`config.mk`:
```
export PLATFORM = sky130hd
export DESIGN_NAME = display_idle_blank_lock_timer_top
export DESIGN_NICKNAME = d
export VERILOG_FILES = /design/src/design/dibl_pkg.sv /design/src/design/dibl_cfg.sv /design/src/design/dibl_core.sv /design/src/design/display_idle_blank_lock_timer_top.sv
export SDC_FILE = /design/constraint.sdc
export NUM_CORES = 1
export LEC_CHECK = 0
export BUFFER_PORTS_ARGS = -buffer_cell sky130_fd_sc_hd__buf_2
export CAP_MARGIN = 10
export CELL_PAD_IN_SITES_DETAIL_PLACEMENT = 1
export CELL_PAD_IN_SITES_GLOBAL_PLACEMENT = 1
export CORE_MARGIN = 3
export CORE_UTILIZATION = 48
export CTS_CLUSTER_DIAMETER = 150
export DETAILED_ROUTE_END_ITERATION = 7
export PLACE_DENSITY = 0.8
export SLEW_MARGIN = 10
export SYNTH_ARGS = -nofsm -noshare
export SYNTH_HDL_FRONTEND = slang
export SYNTH_SLANG_ARGS = --single-unit
```
`constraint.sdc`:
```
create_clock -name clk -period 8.1 [get_ports clk]
set_clock_uncertainty 0.05 [all_clocks]
set_input_delay 1.215 -clock clk [delete_from_list [all_inputs] [get_ports clk]]
set_output_delay 1.215 -clock clk [all_outputs]
set_load 0.02 [all_outputs]
```
`src/design/dibl_pkg.sv`:
```
// Shared types and constants for the display idle blank and lock timer.
package dibl_pkg;

    localparam int MASK_W       = 8;
    localparam int DT_W         = 16;
    localparam int CNT_W        = 32;
    localparam int TIME_CFG_W   = 27;
    localparam int IDX_W        = 3;
    localparam int CFG_IDX_W    = 3;
    localparam int LOOKAHEAD_MS = 5000;
    localparam int POLL_MS      = 1000;
    localparam int POLL_W       = $clog2(POLL_MS + 1);

    typedef enum logic [1:0] {
        KIND_TICK,
        KIND_ACTIVITY,
        KIND_CONSUME,
        KIND_SET
    } kind_t;

    typedef enum logic [CFG_IDX_W-1:0] {
        REG_BLANK_AFTER,
        REG_LOCK_AFTER,
        REG_LOCK_ENABLED,
        REG_AUDIO_PRESENCE,
        REG_HAS_SESSION
    } reg_index_t;

    typedef struct packed {
        logic [TIME_CFG_W-1:0] blank_after_ms;
        logic [TIME_CFG_W-1:0] lock_after_ms;
        logic                  lock_enabled;
        logic                  audio_presence;
        logic                  has_session;
    } cfg_t;

    typedef struct packed {
        kind_t             kind;
        logic [DT_W-1:0]   dt_ms;
        logic              inhibited;
        logic              session_locked;
        logic              audio_running;
        logic [MASK_W-1:0] outputs_enabled;
        logic [MASK_W-1:0] commit_ok;
        logic [IDX_W-1:0]  output_index;
        logic              blanked_value;
    } item_t;

    typedef struct packed {
        logic [MASK_W-1:0] dark_mask;
        logic              screens_dark;
        logic              wake_flag;
        logic              lock_request;
        logic [MASK_W-1:0] commit_mask;
        logic              commit_lights_on;
        logic [MASK_W-1:0] refused_mask;
        logic [MASK_W-1:0] frame_request_mask;
        logic              audio_hold;
    } result_t;

endpackage

```
`src/design/dibl_cfg.sv`:
```
// Configuration register bank of the idle timer.
module dibl_cfg
(
    input  logic                               clk,
    input  logic                               rst_n,
    input  logic                               cfg_valid,
    input  logic [dibl_pkg::CFG_IDX_W-1:0]     cfg_index,
    input  logic [dibl_pkg::TIME_CFG_W-1:0]    cfg_data,
    output dibl_pkg::cfg_t                     cfg
);

    dibl_pkg::cfg_t cfg_reg;
    dibl_pkg::cfg_t cfg_next;

    always_comb
    begin
        cfg_next = cfg_reg;
        if (cfg_valid)
        begin
            case (dibl_pkg::reg_index_t'(cfg_index))
                dibl_pkg::REG_BLANK_AFTER:    cfg_next.blank_after_ms = cfg_data;
                dibl_pkg::REG_LOCK_AFTER:     cfg_next.lock_after_ms  = cfg_data;
                dibl_pkg::REG_LOCK_ENABLED:   cfg_next.lock_enabled   = cfg_data[0];
                dibl_pkg::REG_AUDIO_PRESENCE: cfg_next.audio_presence = cfg_data[0];
                dibl_pkg::REG_HAS_SESSION:    cfg_next.has_session    = cfg_data[0];
                default:                      cfg_next = cfg_reg;
            endcase
        end
    end

    always_ff @(posedge clk or negedge rst_n)
    begin
        if (!rst_n)
        begin
            cfg_reg.blank_after_ms <= dibl_pkg::TIME_CFG_W'(600000);
            cfg_reg.lock_after_ms  <= '0;
            cfg_reg.lock_enabled   <= 1'b0;
            cfg_reg.audio_presence <= 1'b1;
            cfg_reg.has_session    <= 1'b1;
        end
        else
        begin
            cfg_reg <= cfg_next;
        end
    end

    assign cfg = cfg_reg;

endmodule

```
`src/design/dibl_core.sv`:
```
// Idle state registers and the single-pass step logic for one word.
module dibl_core
(
    input  logic               clk,
    input  logic               rst_n,
    input  logic               step_en,
    input  dibl_pkg::item_t    item,
    input  dibl_pkg::cfg_t     cfg,
    output dibl_pkg::result_t  res
);

    logic [dibl_pkg::CNT_W-1:0]  count_reg, count_next;
    logic [dibl_pkg::MASK_W-1:0] dark_reg, dark_next;
    logic [dibl_pkg::MASK_W-1:0] refused_reg, refused_next;
    logic                        lock_fired_reg, lock_fired_next;
    logic                        wake_reg, wake_next;
    logic                        sound_reg, sound_next;
    logic [dibl_pkg::POLL_W-1:0] poll_reg, poll_next;

    logic                        any_dark;
    logic [dibl_pkg::CNT_W:0]    ahead;
    logic [dibl_pkg::CNT_W:0]    sum;
    logic [dibl_pkg::CNT_W-1:0]  count_sat;
    logic                        blank_on;
    logic                        lock_armed;
    logic                        pending;
    logic                        poll_gt;
    logic                        hold;
    logic [dibl_pkg::MASK_W-1:0] cand;
    logic [dibl_pkg::MASK_W-1:0] commits;
    logic [dibl_pkg::MASK_W-1:0] frames;
    logic                        lights_on;
    logic                        wflag;
    logic                        lreq;

    assign any_dark   = |dark_reg;
    assign blank_on   = cfg.blank_after_ms != '0;
    assign lock_armed = (cfg.lock_after_ms != '0) && cfg.lock_enabled && !lock_fired_reg;
    assign ahead      = {1'b0, count_reg} + (dibl_pkg::CNT_W+1)'(dibl_pkg::LOOKAHEAD_MS);
    assign pending    = (blank_on && !any_dark
                         && ahead >= (dibl_pkg::CNT_W+1)'(cfg.blank_after_ms))
                     || (lock_armed && ahead >= (dibl_pkg::CNT_W+1)'(cfg.lock_after_ms));
    assign sum        = {1'b0, count_reg} + (dibl_pkg::CNT_W+1)'(item.dt_ms);
    assign count_sat  = sum[dibl_pkg::CNT_W] ? '1 : sum[dibl_pkg::CNT_W-1:0];
    assign poll_gt    = dibl_pkg::DT_W'(poll_reg) > item.dt_ms;
    assign cand       = item.outputs_enabled & ~dark_reg & ~refused_reg;

    always_comb
    begin
        count_next      = count_reg;
        dark_next       = dark_reg;
        refused_next    = refused_reg;
        lock_fired_next = lock_fired_reg;
        wake_next       = wake_reg;
        sound_next      = sound_reg;
        poll_next       = poll_reg;
        hold            = 1'b0;
        commits         = '0;
        frames          = '0;
        lights_on       = 1'b0;
        wflag           = 1'b0;
        lreq            = 1'b0;

        case (item.kind)
            dibl_pkg::KIND_TICK:
            begin
                wake_next = 1'b0;
                if (!item.inhibited)
                begin
                    if (!cfg.audio_presence || item.session_locked || !pending)
                    begin
                        sound_next = 1'b0;
                        poll_next  = '0;
                    end
                    else if (poll_gt)
                    begin
                        poll_next = dibl_pkg::POLL_W'(dibl_pkg::DT_W'(poll_reg) - item.dt_ms);
                        hold      = sound_reg;
                    end
                    else
                    begin
                        poll_next  = dibl_pkg::POLL_W'(dibl_pkg::POLL_MS);
                        sound_next = item.audio_running;
                        hold       = item.audio_running || sound_reg;
                    end

                    if (hold)
                    begin
                        count_next = '0;
                    end
                    else
                    begin
                        count_next = count_sat;
                        // darken: a refused commit marks the output failed and leaves it lit
                        if (blank_on && !any_dark && cfg.has_session
                            && count_sat >= dibl_pkg::CNT_W'(cfg.blank_after_ms))
                        begin
                            commits      = cand;
                            dark_next    = dark_reg | (cand & item.commit_ok);
                            refused_next = (refused_reg & ~(cand & item.commit_ok))
                                         | (cand & ~item.commit_ok);
                        end
                        // blanking switched off: light everything held dark
                        if (!blank_on && any_dark && cfg.has_session)
                        begin
                            commits      = dark_reg;
                            frames       = dark_reg;
                            lights_on    = 1'b1;
                            dark_next    = '0;
                            refused_next = refused_reg & ~(dark_reg & item.commit_ok);
                        end
                        if (lock_armed && !item.session_locked
                            && count_sat >= dibl_pkg::CNT_W'(cfg.lock_after_ms))
                        begin
                            lock_fired_next = 1'b1;
                            lreq            = 1'b1;
                        end
                    end
                end
            end
            dibl_pkg::KIND_ACTIVITY:
            begin
                count_next      = '0;
                refused_next    = '0;
                lock_fired_next = 1'b0;
                if (any_dark)
                begin
                    wake_next = 1'b1;
                    if (cfg.has_session)
                    begin
                        commits   = dark_reg;
                        frames    = dark_reg;
                        lights_on = 1'b1;
                        dark_next = '0;
                    end
                end
            end
            dibl_pkg::KIND_CONSUME:
            begin
                wflag     = wake_reg;
                wake_next = 1'b0;
            end
            dibl_pkg::KIND_SET:
            begin
                dark_next[item.output_index] = item.blanked_value;
            end
            default:
            begin
                count_next = count_reg;
            end
        endcase
    end

    always_ff @(posedge clk or negedge rst_n)
    begin
        if (!rst_n)
        begin
            count_reg      <= '0;
            dark_reg       <= '0;
            refused_reg    <= '0;
            lock_fired_reg <= 1'b0;
            wake_reg       <= 1'b0;
            sound_reg      <= 1'b0;
            poll_reg       <= '0;
        end
        else if (step_en)
        begin
            count_reg      <= count_next;
            dark_reg       <= dark_next;
            refused_reg    <= refused_next;
            lock_fired_reg <= lock_fired_next;
            wake_reg       <= wake_next;
            sound_reg      <= sound_next;
            poll_reg       <= poll_next;
        end
    end

    always_comb
    begin
        res.dark_mask          = dark_next;
        res.screens_dark       = |dark_next;
        res.wake_flag          = wflag;
        res.lock_request       = lreq;
        res.commit_mask        = commits;
        res.commit_lights_on   = lights_on;
        res.refused_mask       = refused_next;
        res.frame_request_mask = frames;
        res.audio_hold         = hold;
    end

    a_lock_once: assert property (@(posedge clk) disable iff (!rst_n)
        step_en && res.lock_request |=> lock_fired_reg && !res.lock_request)
        else $error("lock request fired twice in one idle stretch");

    a_activity_clears: assert property (@(posedge clk) disable iff (!rst_n)
        step_en && item.kind == dibl_pkg::KIND_ACTIVITY |=> refused_reg == '0 && count_reg == '0)
        else $error("activity left failure marks or idle count");

    a_frames_committed: assert property (@(posedge clk) disable iff (!rst_n)
        step_en |-> (res.frame_request_mask & ~res.commit_mask) == '0)
        else $error("redraw requested for an output without a commit");

    a_tick_clears_wake: assert property (@(posedge clk) disable iff (!rst_n)
        step_en && item.kind == dibl_pkg::KIND_TICK |=> !wake_reg)
        else $error("wake mark survived a tick");

    a_hold_resets_count: assert property (@(posedge clk) disable iff (!rst_n)
        step_en && res.audio_hold |=> count_reg == '0)
        else $error("audio hold did not reset the idle count");

endmodule

```
`src/design/display_idle_blank_lock_timer_top.sv`:
```
// Top level of the display idle blank and lock timer: handshakes and pipeline registers.
// Accepted words are held in s1_item_reg; results are registered in out_res_reg.
// Throughput: one word per cycle unless out_ready stalls; each step is one core pass.
// Input and result registers hold two words under a stall; in_ready then drops.
// Configuration writes are always accepted (cfg_ready is always high).
// Reset (rst_n low, asynchronous) clears the idle state and loads register defaults.
module display_idle_blank_lock_timer_top
(
    input  logic                               clk,
    input  logic                               rst_n,
    input  logic                               cfg_valid,
    output logic                               cfg_ready,
    input  logic [dibl_pkg::CFG_IDX_W-1:0]     cfg_index,
    input  logic [dibl_pkg::TIME_CFG_W-1:0]    cfg_data,
    input  logic                               in_valid,
    output logic                               in_ready,
    input  logic [1:0]                         kind,
    input  logic [dibl_pkg::DT_W-1:0]          dt_ms,
    input  logic                               inhibited,
    input  logic                               session_locked,
    input  logic                               audio_running,
    input  logic [dibl_pkg::MASK_W-1:0]        outputs_enabled,
    input  logic [dibl_pkg::MASK_W-1:0]        commit_ok,
    input  logic [dibl_pkg::IDX_W-1:0]         output_index,
    input  logic                               blanked_value,
    output logic                               out_valid,
    input  logic                               out_ready,
    output logic [dibl_pkg::MASK_W-1:0]        dark_mask,
    output logic                               screens_dark,
    output logic                               wake_flag,
    output logic                               lock_request,
    output logic [dibl_pkg::MASK_W-1:0]        commit_mask,
    output logic                               commit_lights_on,
    output logic [dibl_pkg::MASK_W-1:0]        refused_mask,
    output logic [dibl_pkg::MASK_W-1:0]        frame_request_mask,
    output logic                               audio_hold
);

    dibl_pkg::cfg_t    cfg;
    dibl_pkg::item_t   in_item;
    dibl_pkg::item_t   s1_item_reg;
    logic              s1_valid_reg;
    dibl_pkg::result_t res;
    dibl_pkg::result_t out_res_reg;
    logic              out_valid_reg;
    logic              advance;
    logic              step_en;

    assign cfg_ready = 1'b1;

    dibl_cfg u_cfg
    (
        .clk       (clk),
        .rst_n     (rst_n),
        .cfg_valid (cfg_valid),
        .cfg_index (cfg_index),
        .cfg_data  (cfg_data),
        .cfg       (cfg)
    );

    always_comb
    begin
        in_item.kind            = dibl_pkg::kind_t'(kind);
        in_item.dt_ms           = dt_ms;
        in_item.inhibited       = inhibited;
        in_item.session_locked  = session_locked;
        in_item.audio_running   = audio_running;
        in_item.outputs_enabled = outputs_enabled;
        in_item.commit_ok       = commit_ok;
        in_item.output_index    = output_index;
        in_item.blanked_value   = blanked_value;
    end

    // advance the staged word whenever the result register is free or being drained
    assign advance  = !out_valid_reg || out_ready;
    assign in_ready = !s1_valid_reg || advance;
    assign step_en  = s1_valid_reg && advance;

    always_ff @(posedge clk or negedge rst_n)
    begin
        if (!rst_n)
        begin
            s1_valid_reg  <= 1'b0;
            out_valid_reg <= 1'b0;
        end
        else
        begin
            if (in_ready)
            begin
                s1_valid_reg <= in_valid;
            end
            if (advance)
            begin
                out_valid_reg <= s1_valid_reg;
            end
        end
    end

    always_ff @(posedge clk)
    begin
        if (in_valid && in_ready)
        begin
            s1_item_reg <= in_item;
        end
        if (step_en)
        begin
            out_res_reg <= res;
        end
    end

    dibl_core u_core
    (
        .clk     (clk),
        .rst_n   (rst_n),
        .step_en (step_en),
        .item    (s1_item_reg),
        .cfg     (cfg),
        .res     (res)
    );

    assign out_valid          = out_valid_reg;
    assign dark_mask          = out_res_reg.dark_mask;
    assign screens_dark       = out_res_reg.screens_dark;
    assign wake_flag          = out_res_reg.wake_flag;
    assign lock_request       = out_res_reg.lock_request;
    assign commit_mask        = out_res_reg.commit_mask;
    assign commit_lights_on   = out_res_reg.commit_lights_on;
    assign refused_mask       = out_res_reg.refused_mask;
    assign frame_request_mask = out_res_reg.frame_request_mask;
    assign audio_hold         = out_res_reg.audio_hold;

endmodule

```
==> results.ini <==
[clock_tree]
cts_made_buffers=17
cts_setup_buffers=0
htree_levels=4
cts_tree=done
clk_path_buf_depth=2
ctsResizeCount=0
hold_buffers=0
cts_root_buf=clkbuf_16
clk_latency_ns=0.46
clock_sinks=198
clkSlewWorstSetupHoldPaths_ns=0.09

[detailed_routing]
drc=0
vias=11001
ant_nets=0
firstDrtPassIters=5
wirelength_um=41000
drt_iter0_drc=825
wl_per_cell_um=23.0
vias_per_cell=6.18

[die]
ios=116
die_w_um=170
die_area_um2=28800
num_rows=59
die_h_um=170
coreArea_um2=26200
start_util_pct=49.0

[global_route]
grt_pass1_wl_um=65100
grt_antenna_before_repair=0
overflow=0
grt_max_degree=66
grt_usage_pct=28.9
grt_pass1_vias=11659

[pwr]
p_seq_share_pct=38.2
cellLeakagePower_nw=6.41
p_per_area_nw_per_um2=243
switchingPower_mw=1.38
comb_power_share_pct=35.5
ir_drop_mv=0.178
p_clk_share_pct=26.4
intPower_mw=2.09
swShare_pct=39.8

[layout]
post-route-util_pct=54.6
num_antenna_cells=0
multi_input_area_um2=6970
area_delta_synth_final_pct=11.5
final_common_cell=nand2_1
fill_cells=2981
design_area_um2=14300
drive_gt1_share_pct=14.2
layout_common_cells=nand2_1 (163), ha_1 (135), o21ai_0 (128)
fin_nets=1646
finalNonFillerCells=1781
ff_latch_area_um2=5360
largest_reg_flops=57

[placement]
post_dp_cell_area_um2=13700
place_congestion=0.886
hpwl_um=30700
post-place-ws_ns=1.73
io_buffers=114
dpl.cell_count=1749

[synth]
syn-num-nets=1557
synth_top_family_by_area=compound AO/OA/AOI/OAI gates
synthAdderAreaFrac_pct=13.5
synth.area.top_cells=dfrtp_1 (21%), edfxtp_1 (18%), ha_1 (13%)
ys_warn_count=0
ys_types=83
async_flop_share_pct=60.6
synth-edff-count=78
yosysSeqAreaShare_pct=41.7
syn_area_um2=12800
synth_ff_type=dfrtp_1
synth_top_area_share_pct=21.4
synth_seq_cells=198
synthXorXnorAreaFrac_pct=3.00
synthMuxAreaShare_pct=1.09
synth_compound_area_share_pct=18.9
postSynthCellCount=1344
synth_simple_gate_area_share_pct=17.7
post-synth-top-area-cell=dfrtp_1
synth_area_per_cell_um2=9.56

[timing]
setup_viol=0
period_needed_ns=6.59
hold_viol_final=0
slew_viol_final=0
slew_headroom_pct=21.2
tightest_slew_ns=1.18
fmax_ghz=0.152
finalCritPeriodShare_pct=81.4
rsz0062_at_grt=false
fin_setup_tns_ns=0
setup_ws_ns=1.51

[min_path]
holdCritPathClass=reg2reg

[run]
max-cap-violations=0

[critical_path]
required_ns=8.24
worst-setup-path-type=reg2reg
crit_path_start_kind=flop
arrival_ns=6.73
cp_max_fo=21
cp-end-kind=flop

[run_status]
status=finished, final reports clean

## synth_stat cells, types with 4 or more instances
library cell  count
a22o_1           35
or2_2            10
nor3_1           22
a21oi_1          70
nand4_1          27
clkbuf_1         38
mux2_2            8
o22ai_1           5
inv_1            85
and2_1           19
a21o_1           28
edfxtp_1         78
o31ai_1          12
xnor2_1          23
xor2_1           21
a31oi_1           9
o21ai_0         128
nor2b_1          14
mux2i_1           5
or4_1             8
nor2_1           51
nor3b_1           7
dfrtp_1         110
nand2b_1         22
ha_1            135
buf_2            10
or3_1             5
and3_1            7
dfstp_2          10
o21ai_1           4
o211ai_1         13
o21a_1            7
nor4_1           18
a211oi_1          9
o311ai_0          6
nand3_1          45
nand2_1         163
a2111oi_0         6
## critical path: stages (launching register included)
cell	delay [ns]
edfxtp_1	0.41
ha_1	0.27
fa_1	0.41
a21o_1	0.21
a221oi_1	0.42
a21oi_1	0.23
a211oi_1	0.30
buf_4	0.23
inv_1	0.11
nand2_1	0.60
o21ai_0	0.36
ha_1	0.39
a21oi_1	0.16
o21ai_0	0.11
a21oi_1	0.16
o211ai_1	0.15
a22oi_1	0.29
nand4_1	0.53
a21oi_1	0.36
inv_1	0.08
nor4_1	0.34
nand4_1	0.16
## stage by stage
stage	hold slack (ns)	total power, mW
6_report	0.443	3.47
4_1_cts	0.448	3.48
3_5_place_dp	0.429	2.54
5_1_grt	0.488	3.70
2_1_floorplan	0.400	2.13
3_3_place_gp	0.417	2.47
## logic make-up after synthesis
| family | count (synthesis) |
|---|---|
| other | 1 |
| multiplexers | 13 |
| XOR/XNOR | 44 |
| buffers and inverters | 137 |
| adder cells (fa/ha/maj) | 137 |
| AO/OA/AOI/OAI | 372 |
| flip-flops | 198 |
| AND/OR/NAND/NOR | 442 |
## layout make-up
type | instances | area share (%)
Clock inverter | 15 | 1.44
Timing Repair Buffer | 120 | 4.32
Clock buffer | 17 | 2.97
Sequential cell | 198 | 37.4
Multi-Input combinational cell | 1009 | 48.7
Inverter | 87 | 2.28
Tap cell | 335 | 2.93
## metal layers
layer  vias up  part of all wire (%)  track usage (%)
met1      5490                    43             37.9
met5         -                     0                0
met3        79                   4.3             4.59
li1       5119                     -                -
met4         0                   2.7             8.68
met2       313                    50             49.5
## power by group through the flow
stage | combinational [mW] | sequential (mW) | clock (mW)
floorplan | 0.830 | 1.30 | 0
global placement | 1.14 | 1.34 | 0
detailed placement | 1.20 | 1.34 | 0
CTS | 1.23 | 1.32 | 0.927
global route | 1.40 | 1.34 | 0.966
finish | 1.23 | 1.33 | 0.915
## final timing paths
check | cells past startpoint | slack [ns] | end | start
worst max register to register | 21 | 1.51 | screens_dark$_DFFE_PP_ | s1_item_reg[23]$_DFFE_PP_
max in group asynchronous | 2 | 5.82 | u_core.refused_reg[7]$_DFFE_PN0P_ | rst_n
worst min register to register | 2 | 0.44 | u_core.poll_reg[2]$_DFFE_PN0P_ | u_core.poll_reg[2]$_DFFE_PN0P_
worst max-delay path | 21 | 1.51 | screens_dark$_DFFE_PP_ | s1_item_reg[23]$_DFFE_PP_
min in group asynchronous | 1 | 0.75 | u_cfg.cfg[33]$_DFFE_PN0P_ | rst_n
worst min-delay path | 2 | 0.44 | u_core.poll_reg[2]$_DFFE_PN0P_ | u_core.poll_reg[2]$_DFFE_PN0P_
Power figures use the tool's default switching activity.
